File: config.mk
export PLATFORM = sky130hd
export DESIGN_NAME = ppi_ctrl
export DESIGN_NICKNAME = d
export VERILOG_FILES = /design/src/hw/rtl/ppi_pkg.sv /design/src/hw/rtl/ppi_ctrl.sv
export SDC_FILE = /design/constraint.sdc
export NUM_CORES = 1
export LEC_CHECK = 0
export ABC_AREA = 1
export BUFFER_PORTS_ARGS = -buffer_cell sky130_fd_sc_hd__buf_2
export CORE_AREA = 10 10 47 49
export DETAILED_ROUTE_END_ITERATION = 16
export DIE_AREA = 0 0 57 59
export PLACE_DENSITY = 0.51
export SLEW_MARGIN = 10
export SYNTH_ARGS = -nofsm -noshare
export SYNTH_HDL_FRONTEND = slang
export SYNTH_SLANG_ARGS = --single-unit
File: constraint.sdc
create_clock -name clock -period 2.9 [get_ports clock]
set_input_delay 0.29 -clock clock [delete_from_list [all_inputs] [get_ports clock]]
set_output_delay 0.29 -clock clock [all_outputs]
set_load 0.05 [all_outputs]
File: src/hw/rtl/ppi_pkg.sv
// planar pose integrator: shared constants, tables, state and command types
// no dependencies; used by ppi_cordic, ppi_datapath, ppi_ctrl and the top level
package ppi_pkg;

   localparam int ANGLE_BITS   = 16;   // fraction bits of cosine and sine
   localparam int CORDIC_STEPS = 16;
   localparam int ATAN_COUNT   = 24;
   localparam int STEPS        = (CORDIC_STEPS > ATAN_COUNT) ? ATAN_COUNT : CORDIC_STEPS;
   localparam int STEP_W       = $clog2(STEPS);
   localparam int ATAN_IDX_W   = $clog2(ATAN_COUNT);

   // field widths
   localparam int VEL_W  = 16;
   localparam int DT_W   = 16;
   localparam int POS_W  = 32;
   localparam int HEAD_W = 16;

   // datapath widths
   localparam int CS_W    = ANGLE_BITS + 3;       // cordic x and y, signed
   localparam int Z_W     = 33;                   // residual angle, 2^32 per turn
   localparam int PROD1_W = VEL_W + CS_W;         // velocity times cos or sin
   localparam int WV_W    = PROD1_W + 1;          // world velocity
   localparam int DTS_W   = DT_W + 1;             // time step as a signed operand
   localparam int PROD2_W = WV_W + DTS_W;         // world velocity times time step
   localparam int TURN1_W = 32;                   // turn rate times time step
   localparam int TURN2_W = 64;                   // scaled to binary angle
   localparam int SUM_W   = POS_W + 2;

   localparam int POS_SHIFT  = 12 + ANGLE_BITS;
   localparam int TURN_SHIFT = 44;

   localparam longint GAIN_Q24   = 10188014;
   localparam longint GAIN_START =
      ((GAIN_Q24 <<< 1) + (64'sd1 <<< (24 - ANGLE_BITS))) >>> (25 - ANGLE_BITS);
   localparam logic signed [CS_W-1:0] GAIN_INIT = CS_W'(GAIN_START);

   localparam logic signed [31:0] TURN_SCALE = 32'sd683565276;   // 2^32 / 2pi

   localparam logic signed [Z_W-1:0] QUARTER_TURN = 33'sd1073741824;
   localparam logic signed [Z_W-1:0] HALF_TURN    = 33'sd2147483648;

   localparam logic signed [POS_W-1:0] POS_MAX = 32'sh7FFF_FFFF;
   localparam logic signed [POS_W-1:0] POS_MIN = 32'sh8000_0000;

   // arctangent of 2^-i, 2^32 per turn, rounded to nearest
   localparam logic signed [31:0] ATAN_TABLE [ATAN_COUNT] = '{
      32'sd536870912, 32'sd316933406, 32'sd167458907, 32'sd85004756,
      32'sd42667331,  32'sd21354465,  32'sd10679838,  32'sd5340245,
      32'sd2670163,   32'sd1335087,   32'sd667544,    32'sd333772,
      32'sd166886,    32'sd83443,     32'sd41722,     32'sd20861,
      32'sd10430,     32'sd5215,      32'sd2608,      32'sd1304,
      32'sd652,       32'sd326,       32'sd163,       32'sd81
   };

   typedef enum logic [2:0] {
      ST_IDLE,
      ST_ROTATE,
      ST_PROJECT,
      ST_COMBINE,
      ST_SCALE,
      ST_COMMIT
   } ppi_state_type;

   typedef struct packed {
      logic              load;
      logic              rotate;
      logic              project;
      logic              combine;
      logic              scale;
      logic              commit;
      logic [STEP_W-1:0] step;
   } ppi_cmd_type;

   typedef struct packed {
      logic out_blocked;
   } ppi_status_type;

endpackage

File: src/hw/rtl/ppi_ctrl.sv
// sequencer for the pose integrator: accept, cordic steps, product stages, commit
// depends on ppi_pkg for the state enum and the command and status structs
module ppi_ctrl (
   input  logic                    clock,
   input  logic                    reset,
   input  logic                    req_tvalid,
   output logic                    req_tready,
   input  ppi_pkg::ppi_status_type status,
   output ppi_pkg::ppi_cmd_type    cmd
);

   ppi_pkg::ppi_state_type          state_ff, state_in;
   logic [ppi_pkg::STEP_W-1:0]      step_ff, step_in;
   logic                            last_step;

   assign last_step = (step_ff == ppi_pkg::STEP_W'(ppi_pkg::STEPS - 1));

   always_comb begin
      state_in = state_ff;
      unique case (state_ff)
         ppi_pkg::ST_IDLE: begin
            if (req_tvalid)
               state_in = ppi_pkg::ST_ROTATE;
         end
         ppi_pkg::ST_ROTATE: begin
            if (last_step)
               state_in = ppi_pkg::ST_PROJECT;
         end
         ppi_pkg::ST_PROJECT: state_in = ppi_pkg::ST_COMBINE;
         ppi_pkg::ST_COMBINE: state_in = ppi_pkg::ST_SCALE;
         ppi_pkg::ST_SCALE:   state_in = ppi_pkg::ST_COMMIT;
         ppi_pkg::ST_COMMIT: begin
            // hold until the result register can take the new pose
            if (!status.out_blocked)
               state_in = ppi_pkg::ST_IDLE;
         end
         default: state_in = ppi_pkg::ST_IDLE;
      endcase
   end

   always_comb begin
      cmd        = '0;
      cmd.step   = step_ff;
      req_tready = 1'b0;
      step_in    = '0;
      unique case (state_ff)
         ppi_pkg::ST_IDLE: begin
            req_tready = 1'b1;
            cmd.load   = req_tvalid;
         end
         ppi_pkg::ST_ROTATE: begin
            cmd.rotate = 1'b1;
            step_in    = last_step ? '0 : step_ff + 1'b1;
         end
         ppi_pkg::ST_PROJECT: cmd.project = 1'b1;
         ppi_pkg::ST_COMBINE: cmd.combine = 1'b1;
         ppi_pkg::ST_SCALE:   cmd.scale   = 1'b1;
         ppi_pkg::ST_COMMIT:  cmd.commit  = !status.out_blocked;
         default: ;
      endcase
   end

   always_ff @(posedge clock) begin
      if (reset) begin
         state_ff <= ppi_pkg::ST_IDLE;
         step_ff  <= '0;
      end else begin
         state_ff <= state_in;
         step_ff  <= step_in;
      end
   end

endmodule

==> run metrics <==
outcome finished, final reports clean; # setup viols final 0; Post-Syn Nets slightly above 50; CTS H-tree lvls 1; die footprint between 3000 and 4000 sq um; routability congestion estimate roughly 0.75; first-pass GRT wire length 1480 microns; share of cells above drive strength 1 roughly a third; Mean Syn Cell Area around 7.6 sq um; Avg WL per Cell a little over 10 microns; Tcrit/Tclk final between 50% and 60%; Startpoint Class flip-flop; register area share after synthesis roughly two fifths; RSZ-0062 raised after global routing false; filler cell count around 170; input/output buffers 14; Yosys warning total 0; area growth from synthesis to layout 31.9%; detailed-route wire length between 800 and 900 microns; crit path DAT approximately 1300 ps; Post-DP HPWL 661 microns; hold_ws ~250 ps; CTS buffer count 3; Hold Buf Count CTS 0; total gr overflow 0; actual slew at the worst max-slew pin 302 ps; Crit Path Max Fanout 6; Max Cap Viol 0; Final Hold Viols 0; initial antenna violation count 0; die width 57 microns; clock latency on the worst-skew pair 250 ps; global-route usage over all layers around 5.5%; Ant. Diodes 0; power density over the cells 654 nW/um^2; # rows 14; vias in the first global route 359; postcts setup bufs 0; Tightest Hold Check Type primary input to flip-flop; Crit. End Element output pin; Post-Syn Area ~350 sq um; core area approximately 1400 sq um; post-synthesis cell count 46; DR pass1 iterations 4; CTS tree yes; Tmin final 1560 ps; post_cts resized 0; commonest non-fill, non-tap cell in the layout buf_2; clock-pin slew on the worst setup and hold paths about 50 ps; Synth Register Bits 7; grt met2 use under 10%; critical path class flip-flop to output pin; largest net degree at the start of global routing 9; r2r setup slk 1760 ps; Reg area ~140 sq um; Antenna Nets Post-Route 0; Cell variety after synth 18; Final Max Slew Viols 0; multi-input logic area 170 sq um; CP required ~2600 ps; IO Pins 15; nets 69; routed via count between 300 and 400; root buffer cell clkbuf_4; LEAKAGE around 0.00025 uW; Vias/cell 4.30; TNS Setup 0 ps; CTS Sinks 7; DR iter-0 viols 2; Worst VDD drop 175 uV; Fmax approximately 0.64 GHz; worst rel slew slack around four fifths; commonest non-fill, non-tap cells in the layout buf_2, inv_1, dfxtp_1; Clock Skew between 3 and 4 ps; CTS max path bufs 2; Initial Utilization between 20% and 30%; die height between 50 and 60 microns; DRC 0; grt met1 use 5.90%; busiest grt layer met2; met3 Resource Use GR just under 4%
## per-layer routing
metal	vias to the layer above	part of all wire (%)	routed length [microns]
met5	-	0	0
met4	0	0	0
met3	0	15	119
met2	17	39	319
met1	138	46	377
li1	185	-	-
## area by class of cell
type / instances / area share (%)
Inverter: 9 / 7.34
Tap cell: 16 / 4.35
Multi-Input combinational cell: 29 / 37.0
Timing Repair Buffer: 14 / 15.2
Clock buffer: 4 / 5.71
Sequential cell: 7 / 30.4
## worst paths after layout
| check | cells after the start | to | from |
|---|---|---|---|
| min | 2 | state_ff[1] | reset |
| max | 3 | cmd[4] | state_ff[2] |
| max reg2reg | 5 | step_ff[2] | step_ff[0] |
| min reg2reg | 1 | step_ff[0] | step_ff[0] |
## report_power, final
| part | internal [uW] | switching, uW | leakage [uW] | total [uW] |
|---|---|---|---|---|
| Combinational | 26.2 | 75.5 | 0.000179 | 102 |
| Sequential | 103 | 9.77 | 0.0000570 | 113 |
| Clock | 52.4 | 34.2 | 0.0000150 | 86.6 |
| Total | 182 | 119 | 0.000251 | 301 |
## state kept, by name (all words and copies together), names as in the netlist
register and cells:
step_ff 4, state_ff 3
## synthesized netlist by cell type
cell type  instances  share of area, %
inv_2              1               1.1
a31oi_1            1               1.8
nor2_1             6               6.5
inv_1              8               8.6
nor3_1             1               1.4
a21oi_1            2               2.9
or2_4              1               2.5
ha_1               1               3.6
xnor2_1            1               2.5
nand2_1            3               3.2
buf_2              1               1.4
nand4_1            2               3.6
nor2_4             1               3.2
nor4_1             2               3.6
nand3_2            1               2.9
nand3_1            6               8.6
dfxtp_1            7                40
xor2_1             1               2.5
## cells by family after synthesis
kind of cell / Yosys count / synth area share (%)
XOR/XNOR: 2 / 5.02
buffers and inverters: 10 / 11.1
flip-flops: 7 / 40.1
AND/OR/NAND/NOR: 23 / 35.5
adder cells (fa/ha/maj): 1 / 3.58
AO/OA/AOI/OAI: 3 / 4.66
## critical path: stages (launching register included)
cell	delay [ps]
dfxtp_1	410
inv_1	140
nor4_1	170
buf_2	300
## per-stage QoR
stage	util, %	worst slack, ps	std cells	power (uW)	instance area, sq um
final	32.9	1340	79	301	460
after global routing	32.9	1190	79	330	460
after CTS	32.9	1320	79	309	460
after detailed placement	31.0	1590	75	217	434
after global placement	31.0	1590	75	217	434
after floorplan	-	612	46	196	349
Power figures use the tool's default switching activity.
